## config.mk

```make
export PLATFORM = sky130hd
export DESIGN_NAME = chca_ctrl
export DESIGN_NICKNAME = d
export VERILOG_FILES = /design/src/hdl/chca_pkg.sv /design/src/hdl/chca_ctrl.sv
export SDC_FILE = /design/constraint.sdc
export NUM_CORES = 1
export LEC_CHECK = 0
export BUFFER_PORTS_ARGS = -buffer_cell sky130_fd_sc_hd__buf_2
export CAP_MARGIN = 20
export CORE_AREA = 4 4 41 43
export DETAILED_ROUTE_END_ITERATION = 6
export DIE_AREA = 0 0 45 47
export GPL_TIMING_DRIVEN = 1
export HOLD_SLACK_MARGIN = 0.02
export SYNTH_ARGS = -nofsm -noshare
export SYNTH_HDL_FRONTEND = slang
export SYNTH_SLANG_ARGS = --single-unit
```

## constraint.sdc

```tcl
create_clock -name i_clk -period 4.3 [get_ports i_clk]
set_clock_uncertainty 0.05 [all_clocks]
set_input_delay 1.075 -clock i_clk [delete_from_list [all_inputs] [get_ports i_clk]]
set_output_delay 1.075 -clock i_clk [all_outputs]
set_load 0.1 [all_outputs]
```

## src/hdl/chca_pkg.sv

```systemverilog
// ----------------------------------------------------------------------------
// chca_pkg - shared types and constants for canonical code assignment
// Command and status bundles between controller and datapath, field widths
// and request codes.
// ----------------------------------------------------------------------------
`timescale 1ns / 1ps
`default_nettype none

package chca_pkg;

    // Payload widths fixed by the interface
    localparam int SYM_W  = 8;
    localparam int LEN_W  = 5;
    localparam int CODE_W = 16;

    // Request codes
    localparam logic REQ_LOAD   = 1'b0;
    localparam logic REQ_LOOKUP = 1'b1;

    // Longest length the walk visits (all a 5-bit length can hold)
    localparam logic [LEN_W-1:0] LEN_LIMIT = 5'd31;

    // Controller to datapath
    typedef struct packed {
        logic load_wr;       // store the length of an accepted load beat
        logic lookup_rd;     // read length and code of an accepted lookup
        logic walk_start;    // arm the assignment walk
        logic walk_step;     // issue one walk read
        logic walk_close;    // final over-subscription check, close the set
        logic resp_capture;  // load the output register
    } t_cmd;

    // Datapath to controller
    typedef struct packed {
        logic walk_end;      // current walk read is the last one
    } t_status;

endpackage

`default_nettype wire

```

## src/hdl/chca_ctrl.sv

```systemverilog
// ----------------------------------------------------------------------------
// chca_ctrl - sequencer for loads, lookups and the assignment walk
// Owns the handshakes, the walk sequence and the output valid flag.
// ----------------------------------------------------------------------------
`timescale 1ns / 1ps
`default_nettype none

module chca_ctrl (
    input  wire                 i_clk,
    input  wire                 i_rst_n,
    input  wire                 i_in_valid,
    output logic                o_in_ready,
    input  wire                 i_req_type,
    input  wire                 i_last_load,
    output logic                o_out_valid,
    input  wire                 i_out_ready,
    output chca_pkg::t_cmd      o_cmd,
    input  wire chca_pkg::t_status i_status
);

    typedef enum logic [2:0] {
        S_IDLE,
        S_LOOK,
        S_WALK,
        S_DRAIN,
        S_CLOSE
    } t_state;

    t_state r_state;
    logic   r_out_valid;
    logic   in_beat;

    assign o_in_ready  = (r_state == S_IDLE);
    assign o_out_valid = r_out_valid;
    assign in_beat     = i_in_valid && o_in_ready;

    // Commands
    assign o_cmd.load_wr      = in_beat && (i_req_type == chca_pkg::REQ_LOAD);
    assign o_cmd.lookup_rd    = in_beat && (i_req_type == chca_pkg::REQ_LOOKUP);
    assign o_cmd.walk_start   = o_cmd.load_wr && i_last_load;
    assign o_cmd.walk_step    = (r_state == S_WALK);
    assign o_cmd.walk_close   = (r_state == S_CLOSE);
    assign o_cmd.resp_capture = (r_state == S_LOOK) && (!r_out_valid || i_out_ready);

    // State and output valid
    always_ff @(posedge i_clk) begin
        if (!i_rst_n) begin
            r_state     <= S_IDLE;
            r_out_valid <= 1'b0;
        end else begin
            if (o_cmd.resp_capture) begin
                r_out_valid <= 1'b1;
            end else if (i_out_ready) begin
                r_out_valid <= 1'b0;
            end
            unique case (r_state)
                S_IDLE: begin
                    if (o_cmd.lookup_rd) begin
                        r_state <= S_LOOK;
                    end else if (o_cmd.walk_start) begin
                        r_state <= S_WALK;
                    end
                end
                S_LOOK: begin
                    if (o_cmd.resp_capture) begin
                        r_state <= S_IDLE;
                    end
                end
                S_WALK: begin
                    if (i_status.walk_end) begin
                        r_state <= S_DRAIN;
                    end
                end
                S_DRAIN: begin
                    r_state <= S_CLOSE;
                end
                S_CLOSE: begin
                    r_state <= S_IDLE;
                end
                default: begin
                    r_state <= S_IDLE;
                end
            endcase
        end
    end

`ifndef SYNTHESIS
    // Closing load always enters the walk
    a_walk_entry: assert property (@(posedge i_clk) disable iff (!i_rst_n)
        o_cmd.walk_start |=> (r_state == S_WALK))
        else $error("closing load did not start the walk");

    // Last walk read is followed by drain then close
    a_walk_exit: assert property (@(posedge i_clk) disable iff (!i_rst_n)
        (r_state == S_WALK) && i_status.walk_end |=> (r_state == S_DRAIN) ##1 (r_state == S_CLOSE))
        else $error("walk did not end through drain and close");

    // A lookup with a free output slot answers on the next edge
    a_look_fast: assert property (@(posedge i_clk) disable iff (!i_rst_n)
        (r_state == S_LOOK) && !r_out_valid |=> (r_state == S_IDLE) && r_out_valid)
        else $error("lookup result not delivered");

    // No input beat is taken during the walk
    a_walk_busy: assert property (@(posedge i_clk) disable iff (!i_rst_n)
        o_cmd.walk_step |-> !o_in_ready && !o_cmd.resp_capture)
        else $error("input or result taken during walk");
`endif

endmodule

`default_nettype wire

```

==> flow_metrics.tcl, run 1 <==
set metrics [dict create \
    fin_area_um2 347 \
    finalSetupViolCount 0 \
    cts_buffers 3 \
    drive_gt1_share_pct 47.6 \
    die_y_um 47 \
    die_x_um 45 \
    final_common_cell "buf_2" \
    run_status "completed" \
    first_global_vias 244 \
    antenna_found_initial 0 \
    relSlewSlack_pct 67.7 \
    detail_route.vias_per_cell 4.46 \
    place_congestion 0.701 \
    peakVddDrop_v 0.000107 \
    grt_pass1_wl_um 924 \
    finalNetCount 51 \
    crit_path_max_incr_delay_ns 0.47 \
    hold_slack_ns 0.469 \
    grt_max_degree 11 \
    tightest_slew_ns 0.488 \
    synth_area_per_cell_um2 9.13 \
    drtPass1Iterations 2 \
    max_freq_ghz 0.295 \
    slowest_stage "or4b_4" \
    yosys_warnings 0 \
    cts_max_level 1 \
    fillers 162 \
    drv_cap 0 \
    hpwl_um 465 \
    area_growth_pct 40.6 \
    synth_fp_nets 34 \
    grt_use_met3_pct 1.92 \
    coreArea_um2 1300 \
    period_needed_ns 3.39 \
    synth_cell_types 19 \
    slew_violations 0 \
    drtIter0Drc 5 \
    synth_top_flop_cell "dfxtp_1" \
    fp-row-count 13 \
    grtUsageMet1_pct 7.48 \
    clockRootBuffer "clkbuf_4" \
    postCtsSetupBuffers 0 \
    syn_area_um2 246 \
    io_buffers 14 \
    clk_path_buf_depth 2 \
    multiInputGateArea_um2 151 \
    leakage_nw 0.160 \
    hold_class "reg2reg" \
    yosysSeqAreaShare_pct 32.5 \
    path_cells "buf_2, or4b_4, nor3b_2, buf_2" \
    wirelength_um 602 \
    cp_max_fo 4 \
    antenna_cells 0 \
    clock_latency_ns 0.23 \
    regArea_um2 80.1 \
    start_util_pct 18.9 \
    r2r_slack_ns 3.10 \
    synth_edf_count 0 \
    critPathKind "in2out" \
    arrival_ns 2.26 \
    io_pins 15 \
    grt.total_usage_pct 6.55 \
    setup_tns_ns 0 \
    cts_hold_buf 0 \
    drc 0 \
    wl_per_cell_um 10.6 \
    grt-busiest-layer "met4" \
    routed-via-count 254 \
    cts.reportedPaths.clkPinSlew_ns 0.04 \
    worst_setup_path_end_kind "output pin" \
    layout_common_cells "buf_2, dfxtp_1, clkbuf_4" \
    powerDensity_nw_per_um2 389 \
    grt_use_met2_pct 7.63 \
    finalHoldViolations 0 \
    synth.ff_latch_count 4 \
    synth_cells 27 \
    period_share_pct 78.8 \
    antenna_left 0 \
    gr-total-overflow 0 \
    cts_tree "done" \
    die-area_um2 2120 \
    cp-start-kind "primary input" \
    synthArstFlopShare_pct 0 \
    ctsResizeCount 0 \
    path_common_cell "buf_2" \
    clock_sinks 4 \
    placed_area_um2 324 \
    required_ns 3.17 \
    rsz0062_at_grt "false" \
]
worst paths after layout:
kind	cells past startpoint	to	startpoint
setup / recovery	4	o_cmd[3]	i_in_valid
setup reg to reg	2	r_state[0]	r_state[1]
hold / removal	2	r_state[0]	o_out_valid
hold reg to reg	2	r_state[0]	o_out_valid
state kept, by name, summed over array words and instances (netlist names):
register and flops:
r_state 3, o_out_valid 1
Yosys cell counts (2+ instances only):
cell type  count  share of area [%]
dfxtp_1        4                 32
nand3b_1       2                6.1
nor2_1         2                3.0
nor2b_1        2                5.1
nor3_1         2                4.1
nor3b_1        2                6.1
worst max-delay path: cells and delay by family:
family | cells | cell delay, ns
simple gates | 2 | 0.65
buf+inv | 2 | 0.54
layout make-up:
type	count	share of cell area, %
Clock buffer	3	6.50
Timing Repair Buffer	14	20.2
Sequential cell	4	23.1
Multi-Input combinational cell	20	43.7
Tap cell	15	5.42
Inverter	1	1.08
kinds of logic after synthesis:
logic type / share of synthesized area [%]
AND/OR/NAND/NOR: 50.8
buffers and inverters: 8.12
AO/OA/AOI/OAI: 8.63
flip-flops: 32.5
power breakdown:
group          switching, mW  internal, mW  total, mW
Clock                 0.0146        0.0312     0.0458
Combinational         0.0370        0.0102     0.0473
Sequential           0.00283        0.0389     0.0417
Total                 0.0545        0.0803      0.135
per-layer routing:
layer,routed length [um],part of all wire [%],up-vias
li1,-,-,130
met1,259,43,111
met2,269,45,11
met3,54,9.0,2
met4,19,3.2,0
met5,0,0,-
metrics by stage:
| stage | utilization [%] | std cells | power, mW | setup slack (ns) |
|---|---|---|---|---|
| finish | 26.6 | 57 | 0.135 | 0.912 |
| floorplan | - | 27 | 0.0824 | 0.380 |
| global placement | 24.9 | 54 | 0.0897 | 0.921 |
| detailed placement | 24.9 | 54 | 0.0899 | 0.916 |
| global route | 26.6 | 57 | 0.143 | 0.841 |
| CTS | 26.6 | 57 | 0.137 | 0.915 |
Note: power is estimated with default switching activity, not from simulation.
==> run 2, diff against run 1 <==
clock period = 2.8 ns   (was 4.3 ns; I/O delays follow)
==> run 2 against run 1 <==
Effect of this change: final cell count is the same; setup slack worse by 0.59 ns; critical endpoint unchanged; critical path type unchanged; die area did not move; largest power group unchanged.
==> flow_metrics.tcl, run 2 (same netlist as run 1, synthesis figures left out) <==
set metrics [dict create \
    gr-total-overflow 0 \
    clk_path_buf_depth 2 \
    rr_endpoint "r_state[0]" \
    fp-row-count 13 \
    area_growth_pct 61.4 \
    max_freq_ghz 0.403 \
    r2r_cells 2 \
    drive_gt1_share_pct 57.1 \
    rsz0062_at_grt "false" \
    slew_violations 0 \
    postCtsSetupBuffers 0 \
    seq_power_share_pct 30.2 \
    stdcell_count 57 \
    leakage_nw 0.175 \
    detail_route.vias_per_cell 4.40 \
    start_util_pct 18.9 \
    combPwrFrac_pct 37.8 \
    cts.reportedPaths.clkPinSlew_ns 0.04 \
    largest_reg_flops 3 \
    peakVddDrop_v 0.000302 \
    p_sw_mw 0.0844 \
    required_ns 2.05 \
    hpwl_um 444 \
    tightest_slew_ns 0.487 \
    io_buffers 14 \
    grt.total_usage_pct 6.79 \
    worst_setup_path_end_kind "output pin" \
    clock_latency_ns 0.23 \
    place_inst 54 \
    coreArea_um2 1300 \
    period_share_pct 88.5 \
    cts_hold_buf 0 \
    p_int_mw 0.129 \
    hold-path-cell-count 2 \
    total_power_mw 0.214 \
    drv_cap 0 \
    cts_buffers 3 \
    clockRootBuffer "clkbuf_4" \
    finalNetCount 51 \
    hold_class "reg2reg" \
    cp-start-kind "primary input" \
    antenna_cells 0 \
    die_y_um 47 \
    ctsResizeCount 0 \
    drc 0 \
    hold_start "o_out_valid" \
    finalSetupViolCount 0 \
    fillers 140 \
    grt_max_degree 11 \
    routed-via-count 251 \
    p_sw_share_pct 39.5 \
    grt_pass1_wl_um 986 \
    drtIter0Drc 2 \
    r2r_slack_ns 1.59 \
    wl_per_cell_um 9.77 \
    relSlewSlack_pct 67.8 \
    cts_max_level 1 \
    slowest_stage "or4b_4" \
    run_status "completed" \
    antenna_found_initial 0 \
    path_cells "buf_2, or4b_4, nor3b_4, buf_12" \
    io_pins 15 \
    powerDensity_nw_per_um2 537 \
    regMostFlops "r_state" \
    period_needed_ns 2.48 \
    cts_tree "done" \
    finalHoldViolations 0 \
    layout_common_cells "buf_2, dfxtp_1, clkbuf_4" \
    wirelength_um 557 \
    clock_sinks 4 \
    first_global_vias 235 \
    arrival_ns 1.73 \
    power.clock.fraction_pct 32.0 \
    place_congestion 0.693 \
    drtPass1Iterations 2 \
    hold_path_end "r_state[0]" \
    critPathKind "in2out" \
    antenna_left 0 \
    final_common_cell "buf_2" \
    crit_path_max_incr_delay_ns 0.49 \
    die_x_um 45 \
    r2r_start "r_state[1]" \
    die-area_um2 2120 \
    cp_max_fo 4 \
]
[run 2: cell counts in the layout (fill, tap and decap cells not counted)]
Identical to the previous run, type by type.
[run 2: how the worst max path moves through the flow]
| stage | slack [ns] | cells after the start | startpoint | endpoint |
|---|---|---|---|---|
| CTS | 0.32 | 4 | i_in_valid | o_cmd[3] |
| detailed placement | 0.32 | 4 | i_in_valid | o_cmd[3] |
| finish | 0.32 | 4 | i_in_valid | o_cmd[3] |
| floorplan | -0.54 | 3 | r_state[1] | o_cmd[4] |
| global route | 0.28 | 3 | r_state[0] | o_cmd[0] |
| global placement | 0.32 | 4 | i_in_valid | o_cmd[3] |
[run 2: per-stage QoR]
stage / setup slack, ns / TNS, ns / cell area, um2 / utilization, % / hold slack [ns]
6_report: 0.321 / 0 / 398 / 30.6 / 0.479
5_1_grt: 0.281 / 0 / 398 / 30.6 / 0.547
4_1_cts: 0.318 / 0 / 398 / 30.6 / 0.494
3_5_place_dp: 0.318 / 0 / 375 / 28.8 / 0.485
3_3_place_gp: 0.324 / 0 / 375 / 28.8 / 0.471
2_1_floorplan: -0.540 / -0.540 / 273 / - / 0.483
[run 2: per-layer routing]
layer	global-route usage (%)	share of wire [%]	vias up
met2	9.60	42	11
met4	0	0	0
met1	8.18	47	112
li1	-	-	128
met5	0	0	-
met3	6.13	11	0
[run 2: power groups by stage]
| stage | Clock, mW | Combinational (mW) | Sequential (mW) |
|---|---|---|---|
| finish | 0.0684 | 0.0809 | 0.0646 |
| global route | 0.0790 | 0.0841 | 0.0653 |
| CTS | 0.0719 | 0.0814 | 0.0646 |
| detailed placement | 0 | 0.0812 | 0.0655 |
| global placement | 0 | 0.0810 | 0.0655 |
| floorplan | 0 | 0.0627 | 0.0665 |
[run 2: layout make-up]
| type | instances | area, um2 | area share (%) |
|---|---|---|---|
| multi-input cells | 20 | 173 | 43.4 |
| inverters | 1 | 3.75 | 0.943 |
| well taps | 15 | 18.8 | 4.72 |
| clock buffers | 3 | 22.5 | 5.66 |
| flip-flops and latches | 4 | 80.1 | 20.1 |
| repair buffers | 14 | 100 | 25.2 |
[run 2: critical path: cells and delay by family]
family | cells | cell delay, ns
simple gates | 2 | 0.73
buf+inv | 2 | 0.30
